**src/hdl/lnf_pkg.sv**
```systemverilog
`default_nettype none

package lnf_pkg;

    localparam int MAX_WIDTH  = 16;
    localparam int NUM_DIGITS = 5;
    localparam int DIG_IDX_W  = $clog2(NUM_DIGITS);
    localparam int CNT_W      = $clog2(MAX_WIDTH + 1);
    localparam int MAG_W      = 17;
    localparam int PC_W       = 4;

    // floor(m / 10) == (m * DIV10_MUL) >> DIV10_SHIFT for every m below 2^18
    localparam logic [MAG_W-1:0] DIV10_MUL   = 17'd52429;
    localparam int               DIV10_SHIFT = 19;

    localparam logic [7:0] CMD_LINE0 = 8'h80;
    localparam logic [7:0] CMD_LINE1 = 8'hC0;
    localparam logic [3:0] COL_MAX   = 4'd15;
    localparam logic [7:0] CH_ZERO   = 8'h30;
    localparam logic [7:0] CH_MINUS  = 8'h2D;
    localparam logic [7:0] CH_SPACE  = 8'h20;
    localparam logic [7:0] CH_DOT    = 8'h2E;

    localparam logic CMD_INT   = 1'b0;
    localparam logic CMD_FIXED = 1'b1;

    typedef struct packed {
        logic               command;
        logic               row;
        logic [4:0]         col;
        logic signed [15:0] value;
        logic [4:0]         width;
    } lnf_req_t;

    typedef struct packed {
        logic       is_data;
        logic [7:0] bus_byte;
        logic       last;
    } lnf_wr_t;

    typedef enum logic [3:0] {
        OP_NOP,
        OP_WAIT,
        OP_DIV,
        OP_SETUP,
        OP_CURSOR,
        OP_SPACE,
        OP_SIGN,
        OP_DIGIT,
        OP_DOT
    } lnf_op_t;

    typedef enum logic [2:0] {
        C_NEXT,
        C_ALWAYS,
        C_NO_REQ,
        C_DIV_MORE,
        C_CNT_ZERO,
        C_CNT_NZ,
        C_CNT_GT1,
        C_FIXED
    } lnf_cond_t;

    typedef struct packed {
        lnf_op_t         op;
        lnf_cond_t       cond;
        logic [PC_W-1:0] target;
    } lnf_ctrl_t;

    typedef struct packed {
        logic stall;
        logic req_valid;
        logic div_more;
        logic cnt_zero;
        logic cnt_gt1;
        logic fixed;
    } lnf_stat_t;

    localparam logic [PC_W-1:0] PC_WAIT      = 4'd0;
    localparam logic [PC_W-1:0] PC_DIV       = 4'd1;
    localparam logic [PC_W-1:0] PC_PAD_LOOP  = 4'd5;
    localparam logic [PC_W-1:0] PC_SIGN      = 4'd6;
    localparam logic [PC_W-1:0] PC_INT_DIG   = 4'd8;
    localparam logic [PC_W-1:0] PC_FIX_DIG   = 4'd10;

endpackage

`default_nettype wire

```
**src/hdl/lcd_number_formatter.sv**
```systemverilog
// Number formatter for a character display.
// Request channel (req_valid/req_ready/req_data): one number to show, with
// mode, row, column and field width. req_ready is high only while the
// sequencer waits for a new request; one request is handled at a time.
// Write channel (wr_valid/wr_ready/wr_data): one display bus write per
// handshake, a cursor command first, then characters; last marks the end.
// Sequence: after acceptance, five divide-by-ten steps (one multiplier pass
// each), one setup step and the cursor step run; the cursor write goes to
// the result register. Then one write per cycle while wr_ready stays high,
// with one idle step after the cursor, a sign step that is idle for positive
// values, one idle step before the digits and, in integer mode, one at the
// end.
// A result register sits on the write side: the sequencer stalls only when
// it holds an untaken write and wr_ready is low; nothing is dropped.
// Reset clears the step counter and the output valid flag; the block then
// waits for a request.
`default_nettype none

module lcd_number_formatter
    import lnf_pkg::*;
(
    input  wire logic     clk,
    input  wire logic     rst_n,
    input  wire logic     req_valid,
    output logic          req_ready,
    input  wire lnf_req_t req_data,
    output logic          wr_valid,
    input  wire logic     wr_ready,
    output lnf_wr_t       wr_data
);

    logic [PC_W-1:0] pc;
    lnf_ctrl_t       ctrl;
    lnf_stat_t       stat;

    lnf_ucode_rom u_rom (
        .pc   (pc),
        .ctrl (ctrl)
    );

    lnf_sequencer u_seq (
        .clk   (clk),
        .rst_n (rst_n),
        .ctrl  (ctrl),
        .stat  (stat),
        .pc    (pc)
    );

    lnf_datapath u_dp (
        .clk       (clk),
        .rst_n     (rst_n),
        .ctrl      (ctrl),
        .stat      (stat),
        .req_valid (req_valid),
        .req_ready (req_ready),
        .req_data  (req_data),
        .wr_valid  (wr_valid),
        .wr_ready  (wr_ready),
        .wr_data   (wr_data)
    );

endmodule

`default_nettype wire

```
**src/hdl/lnf_ucode_rom.sv**
```systemverilog
`default_nettype none

module lnf_ucode_rom
    import lnf_pkg::*;
(
    input  wire logic [PC_W-1:0] pc,
    output lnf_ctrl_t            ctrl
);

    always_comb
    begin
        unique case (pc)
            4'd0:    ctrl = '{OP_WAIT,   C_NO_REQ,   PC_WAIT};
            4'd1:    ctrl = '{OP_DIV,    C_DIV_MORE, PC_DIV};
            4'd2:    ctrl = '{OP_SETUP,  C_NEXT,     PC_WAIT};
            4'd3:    ctrl = '{OP_CURSOR, C_NEXT,     PC_WAIT};
            4'd4:    ctrl = '{OP_NOP,    C_CNT_ZERO, PC_SIGN};
            4'd5:    ctrl = '{OP_SPACE,  C_CNT_GT1,  PC_PAD_LOOP};
            4'd6:    ctrl = '{OP_SIGN,   C_NEXT,     PC_WAIT};
            4'd7:    ctrl = '{OP_NOP,    C_FIXED,    PC_FIX_DIG};
            4'd8:    ctrl = '{OP_DIGIT,  C_CNT_NZ,   PC_INT_DIG};
            4'd9:    ctrl = '{OP_NOP,    C_ALWAYS,   PC_WAIT};
            4'd10:   ctrl = '{OP_DIGIT,  C_CNT_GT1,  PC_FIX_DIG};
            4'd11:   ctrl = '{OP_DOT,    C_NEXT,     PC_WAIT};
            4'd12:   ctrl = '{OP_DIGIT,  C_ALWAYS,   PC_WAIT};
            default: ctrl = '{OP_NOP,    C_ALWAYS,   PC_WAIT};
        endcase
    end

endmodule

`default_nettype wire

```
**src/hdl/lnf_sequencer.sv**
```systemverilog
`default_nettype none

module lnf_sequencer
    import lnf_pkg::*;
(
    input  wire logic            clk,
    input  wire logic            rst_n,
    input  wire lnf_ctrl_t       ctrl,
    input  wire lnf_stat_t       stat,
    output logic [PC_W-1:0]      pc
);

    logic [PC_W-1:0] pc_reg;
    logic [PC_W-1:0] pc_next;
    logic            take;

    always_comb
    begin
        unique case (ctrl.cond)
            C_NEXT:     take = 1'b0;
            C_ALWAYS:   take = 1'b1;
            C_NO_REQ:   take = !stat.req_valid;
            C_DIV_MORE: take = stat.div_more;
            C_CNT_ZERO: take = stat.cnt_zero;
            C_CNT_NZ:   take = !stat.cnt_zero;
            C_CNT_GT1:  take = stat.cnt_gt1;
            C_FIXED:    take = stat.fixed;
            default:    take = 1'b0;
        endcase

        priority if (stat.stall)
            pc_next = pc_reg;
        else if (take)
            pc_next = ctrl.target;
        else
            pc_next = pc_reg + PC_W'(1);
    end

    always_ff @(posedge clk or negedge rst_n)
    begin
        if (!rst_n)
            pc_reg <= PC_WAIT;
        else
            pc_reg <= pc_next;
    end

    assign pc = pc_reg;

endmodule

`default_nettype wire

```
**src/hdl/lnf_datapath.sv**
```systemverilog
`default_nettype none

module lnf_datapath
    import lnf_pkg::*;
(
    input  wire logic      clk,
    input  wire logic      rst_n,
    input  wire lnf_ctrl_t ctrl,
    output lnf_stat_t      stat,
    input  wire logic      req_valid,
    output logic           req_ready,
    input  wire lnf_req_t  req_data,
    output logic           wr_valid,
    input  wire logic      wr_ready,
    output lnf_wr_t        wr_data
);

    logic             cmd_reg, cmd_next;
    logic             row_reg, row_next;
    logic [3:0]       col_reg, col_next;
    logic [4:0]       width_reg, width_next;
    logic             neg_reg, neg_next;
    logic [MAG_W-1:0] mag_reg, mag_next;
    logic [CNT_W-1:0] cnt_reg, cnt_next;
    logic [2:0]       ndig_reg, ndig_next;
    logic [3:0]       digit_reg [NUM_DIGITS];
    logic [3:0]       digit_next [NUM_DIGITS];
    logic             out_valid_reg, out_valid_next;
    lnf_wr_t          out_reg, out_next;

    logic [2*MAG_W-1:0] prod;
    logic [MAG_W-1:0]   quo;
    logic [MAG_W-1:0]   rem_full;
    logic [DIG_IDX_W-1:0] idx;
    logic [CNT_W-1:0]   w_clamp;
    logic [CNT_W-1:0]   len;
    logic [CNT_W-1:0]   pad;
    logic               emit;
    logic               can_load;
    logic               stall;
    lnf_wr_t            wr_new;

    assign idx      = cnt_reg[DIG_IDX_W-1:0];
    assign prod     = mag_reg * DIV10_MUL;
    assign quo      = MAG_W'(prod >> DIV10_SHIFT);
    assign rem_full = mag_reg - ({quo[MAG_W-4:0], 3'b000} + {quo[MAG_W-2:0], 1'b0});

    always_comb
    begin
        if (int'(width_reg) > MAX_WIDTH)
            w_clamp = CNT_W'(MAX_WIDTH);
        else
            w_clamp = CNT_W'(width_reg);
        len = CNT_W'(ndig_reg) + CNT_W'(neg_reg);
        pad = (w_clamp > len) ? (w_clamp - len) : '0;
    end

    always_comb
    begin
        wr_new = '{1'b1, CH_SPACE, 1'b0};
        emit   = 1'b0;
        unique case (ctrl.op)
            OP_CURSOR:
            begin
                emit   = 1'b1;
                wr_new = '{1'b0, (row_reg ? CMD_LINE1 : CMD_LINE0) | {4'b0000, col_reg}, 1'b0};
            end
            OP_SPACE:
            begin
                emit = 1'b1;
            end
            OP_SIGN:
            begin
                emit   = neg_reg;
                wr_new = '{1'b1, CH_MINUS, 1'b0};
            end
            OP_DIGIT:
            begin
                emit   = 1'b1;
                wr_new = '{1'b1, CH_ZERO | {4'b0000, digit_reg[idx]}, (cnt_reg == '0)};
            end
            OP_DOT:
            begin
                emit   = 1'b1;
                wr_new = '{1'b1, CH_DOT, 1'b0};
            end
            default:
            begin
                emit = 1'b0;
            end
        endcase
    end

    assign can_load  = !out_valid_reg || wr_ready;
    assign stall     = emit && !can_load;
    assign req_ready = (ctrl.op == OP_WAIT);

    always_comb
    begin
        cmd_next       = cmd_reg;
        row_next       = row_reg;
        col_next       = col_reg;
        width_next     = width_reg;
        neg_next       = neg_reg;
        mag_next       = mag_reg;
        cnt_next       = cnt_reg;
        ndig_next      = ndig_reg;
        digit_next     = digit_reg;
        out_next       = out_reg;
        out_valid_next = out_valid_reg && !wr_ready;

        if (emit && can_load)
        begin
            out_next       = wr_new;
            out_valid_next = 1'b1;
        end

        if (!stall)
        begin
            unique case (ctrl.op)
                OP_WAIT:
                begin
                    if (req_valid)
                    begin
                        cmd_next   = req_data.command;
                        row_next   = req_data.row;
                        col_next   = (req_data.col > {1'b0, COL_MAX}) ? COL_MAX
                                                                      : req_data.col[3:0];
                        width_next = req_data.width;
                        neg_next   = req_data.value[15];
                        mag_next   = req_data.value[15]
                                   ? (MAG_W'(17'h10000) - {1'b0, req_data.value})
                                   : {1'b0, req_data.value};
                        cnt_next   = '0;
                        ndig_next  = 3'd1;
                    end
                end
                OP_DIV:
                begin
                    mag_next        = quo;
                    digit_next[idx] = rem_full[3:0];
                    cnt_next        = cnt_reg + CNT_W'(1);
                    if (quo != '0)
                        ndig_next = 3'(idx) + 3'd2;
                end
                OP_SETUP:
                begin
                    if (cmd_reg == CMD_FIXED)
                    begin
                        cnt_next = '0;
                        if (ndig_reg < 3'd2)
                            ndig_next = 3'd2;
                    end
                    else
                        cnt_next = pad;
                end
                OP_SPACE, OP_DIGIT:
                begin
                    cnt_next = cnt_reg - CNT_W'(1);
                end
                OP_SIGN:
                begin
                    cnt_next = CNT_W'(ndig_reg - 3'd1);
                end
                default:
                begin
                end
            endcase
        end
    end

    always_ff @(posedge clk or negedge rst_n)
    begin
        if (!rst_n)
        begin
            out_valid_reg <= 1'b0;
            ndig_reg      <= 3'd1;
            cnt_reg       <= '0;
        end
        else
        begin
            out_valid_reg <= out_valid_next;
            ndig_reg      <= ndig_next;
            cnt_reg       <= cnt_next;
        end
    end

    always_ff @(posedge clk)
    begin
        cmd_reg   <= cmd_next;
        row_reg   <= row_next;
        col_reg   <= col_next;
        width_reg <= width_next;
        neg_reg   <= neg_next;
        mag_reg   <= mag_next;
        out_reg   <= out_next;
        for (int i = 0; i < NUM_DIGITS; i++)
            digit_reg[i] <= digit_next[i];
    end

    assign wr_valid = out_valid_reg;
    assign wr_data  = out_reg;

    assign stat.stall     = stall;
    assign stat.req_valid = req_valid;
    assign stat.div_more  = (cnt_reg != CNT_W'(NUM_DIGITS - 1));
    assign stat.cnt_zero  = (cnt_reg == '0);
    assign stat.cnt_gt1   = (cnt_reg > CNT_W'(1));
    assign stat.fixed     = (cmd_reg == CMD_FIXED);

    a_busy_after_req: assert property (@(posedge clk) disable iff (!rst_n)
        (req_valid && req_ready) |=> !req_ready)
        else $error("request taken while previous one still converting");

    a_last_is_char: assert property (@(posedge clk) disable iff (!rst_n)
        (wr_valid && wr_data.last) |-> wr_data.is_data)
        else $error("final write of a request is a command byte");

    a_cursor_cmd: assert property (@(posedge clk) disable iff (!rst_n)
        (wr_valid && !wr_data.is_data) |-> (wr_data.bus_byte[7] && !wr_data.last))
        else $error("malformed cursor command");

    a_ndig_range: assert property (@(posedge clk) disable iff (!rst_n)
        (ndig_reg >= 3'd1) && (ndig_reg <= 3'(NUM_DIGITS)))
        else $error("digit count out of range");

endmodule

`default_nettype wire
```
**config.mk**
```make
export PLATFORM = sky130hd
export DESIGN_NAME = lcd_number_formatter
export DESIGN_NICKNAME = d
export VERILOG_FILES = /design/src/hdl/lnf_pkg.sv /design/src/hdl/lcd_number_formatter.sv /design/src/hdl/lnf_ucode_rom.sv /design/src/hdl/lnf_sequencer.sv /design/src/hdl/lnf_datapath.sv
export SDC_FILE = /design/constraint.sdc
export NUM_CORES = 1
export LEC_CHECK = 0
export BUFFER_PORTS_ARGS = -buffer_cell sky130_fd_sc_hd__buf_4
export CORE_MARGIN = 2
export CORE_UTILIZATION = 31
export DETAILED_ROUTE_END_ITERATION = 16
export PLACE_DENSITY = 0.51
export SLEW_MARGIN = 40
export SYNTH_ARGS = -nofsm -noshare
export SYNTH_HDL_FRONTEND = slang
export SYNTH_SLANG_ARGS = --single-unit
```
**constraint.sdc**
```tcl
create_clock -name clk -period 11.3 [get_ports clk]
set_input_delay 1.695 -clock clk [delete_from_list [all_inputs] [get_ports clk]]
set_output_delay 1.695 -clock clk [all_outputs]
set_load 0.03 [all_outputs]
```
==> impl_metrics.json <==
{
  "cts.htree.levels": 3,
  "drive_above_1_share": 0.0942,
  "vias": 6702,
  "arrival_ns": 7.24,
  "yosysWarningCount": 0,
  "ys_seq_area_frac": 0.222,
  "hold_path.class": "reg -> reg",
  "die_h_um": 177,
  "antenna_found_initial": 0,
  "status": "finished clean",
  "area_growth_pct": 11.7,
  "num-fill-cells": 3095,
  "postPlaceCellArea_sq_mm": 0.0101,
  "grtUsageTotal": 0.153,
  "cts_tree": "yes",
  "cts.sinks": 71,
  "postCtsSetupBuffers": 0,
  "fin_area_sq_mm": 0.0104,
  "end_kind": "register",
  "cts-resized-gates": 0,
  "async_flop_share": 0.183,
  "grt_pass1_vias": 6723,
  "syn_area_sq_mm": 0.00933,
  "viasPerCell": 4.79,
  "synth_edf_count": 58,
  "setup_viol": 0,
  "rsz0062_at_grt": "no",
  "final_common_cell": "inv_1",
  "cap_viol_max_count": 0,
  "max-slew-margin-rel": 0.448,
  "crit_type": "reg -> reg",
  "avgSynthCellArea_sq_um": 9.67,
  "worstReg2RegStart": "u_dp.mag_reg[4]$_DFFE_PP_",
  "setup_tns_ns": 0,
  "place.gp.congestion": 0.911,
  "diodes": 0,
  "grt_overflow": 0,
  "drc": 0,
  "ios": 44,
  "netlist_instances": 965,
  "die_area_sq_mm": 0.0315,
  "cts.hold.buffers_added": 0,
  "cp-startpoint": "u_dp.mag_reg[4]$_DFFE_PP_",
  "grt_pass1_wl_um": 37000,
  "clk_latency_ns": 0.34,
  "period_minus_slack_ns": 7.01,
  "ys_types": 71,
  "row_count": 63,
  "wl_per_cell_um": 16.3,
  "cts_buffer_depth": 2,
  "dp_hpwl_um": 19400,
  "tightest_slew_ns": 0.821,
  "synth_flop_cell": "edfxtp_1",
  "cts_buffers": 9,
  "fmax_mhz": 143,
  "routed_wl_um": 22800,
  "syn-num-nets": 1246,
  "crit_fanout": 6,
  "dieWidth_um": 177,
  "drtIter0Drc": 314,
  "fin_skew_ns": 0.0102,
  "clkSlewWorstSetupHoldPaths_ns": 0.06,
  "nets": 1285,
  "port_buffers": 43,
  "core_region_area_sq_mm": 0.0296,
  "slew_violations": 0,
  "first_pass_iters": 5,
  "root_buffer": "clkbuf_16",
  "start_util": 0.315,
  "ant_nets": 0,
  "hold_start": "u_dp.row_reg$_DFFE_PP_",
  "grt_max_degree": 36,
  "startpoint_type": "register",
  "crit_required_ns": 11.53,
  "period_share": 0.620,
  "ys_ff_latch": 71,
  "most-common-layout-cells": "197 x inv_1, 161 x ha_1, 88 x fa_1",
  "final_hold_viol_count": 0,
  "largest_reg_flops": 20
}
-- worst max-delay path, cell delays in order, from the launching register on --
cell	delay (ns)
edfxtp_1	0.52
ha_1	0.43
inv_1	0.10
fa_1	0.55
inv_1	0.06
fa_1	0.51
fa_1	0.54
inv_1	0.06
fa_1	0.54
inv_1	0.06
fa_1	0.47
ha_1	0.40
a21oi_1	0.20
nand2_1	0.08
o221a_1	0.20
or3_1	0.38
xnor2_1	0.49
nand4_1	0.15
or4_4	0.52
o31ai_4	0.29
mux2_4	0.33
-- path summary, 6_finish.rpt --
check                                                 to  slack, ns  cells after the start
setup reg to reg            u_dp.ndig_reg[1]$_DFFE_PN0P_       4.29                     20
hold reg to reg            u_dp.wr_data[7]$_SDFFCE_PN0P_       0.51                      1
hold / removal             u_dp.wr_data[7]$_SDFFCE_PN0P_       0.51                      1
setup / recovery            u_dp.ndig_reg[1]$_DFFE_PN0P_       4.29                     20
min in group asynchronous        u_seq.pc[1]$_DFFE_PN0N_       1.20                      1
max in group asynchronous   u_dp.ndig_reg[0]$_DFFE_PN1P_       9.85                      1
-- cell usage after synthesis, drive strengths merged (6+ instances only) --
| cell | number | area, sq um |
|---|---|---|
| a211oi | 6 | 45.0 |
| a21o | 14 | 108 |
| a21oi | 55 | 283 |
| and2 | 7 | 45.1 |
| and3 | 14 | 87.6 |
| buf | 6 | 33.8 |
| clkbuf | 10 | 37.5 |
| dfrtp | 12 | 300 |
| edfxtp | 58 | 1740 |
| fa | 88 | 1760 |
| ha | 161 | 2010 |
| inv | 198 | 743 |
| mux4 | 7 | 158 |
| nand2 | 70 | 263 |
| nand2b | 7 | 43.8 |
| nand3 | 17 | 85.1 |
| nand4 | 10 | 62.6 |
| nor2 | 49 | 184 |
| nor2b | 9 | 56.3 |
| nor3 | 10 | 50.1 |
| o21ai | 38 | 194 |
| o31ai | 7 | 66.3 |
| or2 | 7 | 43.8 |
| xnor2 | 24 | 210 |
| xor2 | 17 | 149 |
-- metal layers --
metal | routed length [um] | global-route usage | part of all wire
met1 | 10700 | 0.211 | 0.47
met2 | 11000 | 0.254 | 0.48
met3 | 801 | 0.0193 | 0.035
met4 | 313 | 0.0359 | 0.014
met5 | 0 | 0 | 0
-- layout make-up --
cell class              count  area, sq um  share of cell area
repair buffers             44          330              0.0317
clock buffers               9          225              0.0216
multi-input cells         680         6460               0.620
flip-flops and latches     71         2070               0.199
inverters                 198          743              0.0713
well taps                 390          488              0.0468
clock inverters             7          103             0.00985
-- stage by stage --
stage	hold slack (ns)	util	setup WS [ns]	cells
6_report	0.509	0.352	4.29	1399
5_1_grt	0.533	0.352	3.99	1399
4_1_cts	0.511	0.351	4.29	1399
3_5_place_dp	0.501	0.340	4.31	1383
3_3_place_gp	0.503	0.340	4.35	1383
2_1_floorplan	0.495	-	5.01	965
-- logic make-up after synthesis --
logic type      after synthesis  share of synthesized area
other cells                   1                   0.000402
compound gates              159                      0.111
simple gates                218                      0.113
xor+xnor                     41                     0.0385
flops                        71                      0.222
buf+inv                     214                     0.0873
mux                          12                     0.0233
fa+ha+maj                   249                      0.405
Power is not shown: default switching activity piles up to over one toggle a cycle in this logic, so the estimate is an artifact.
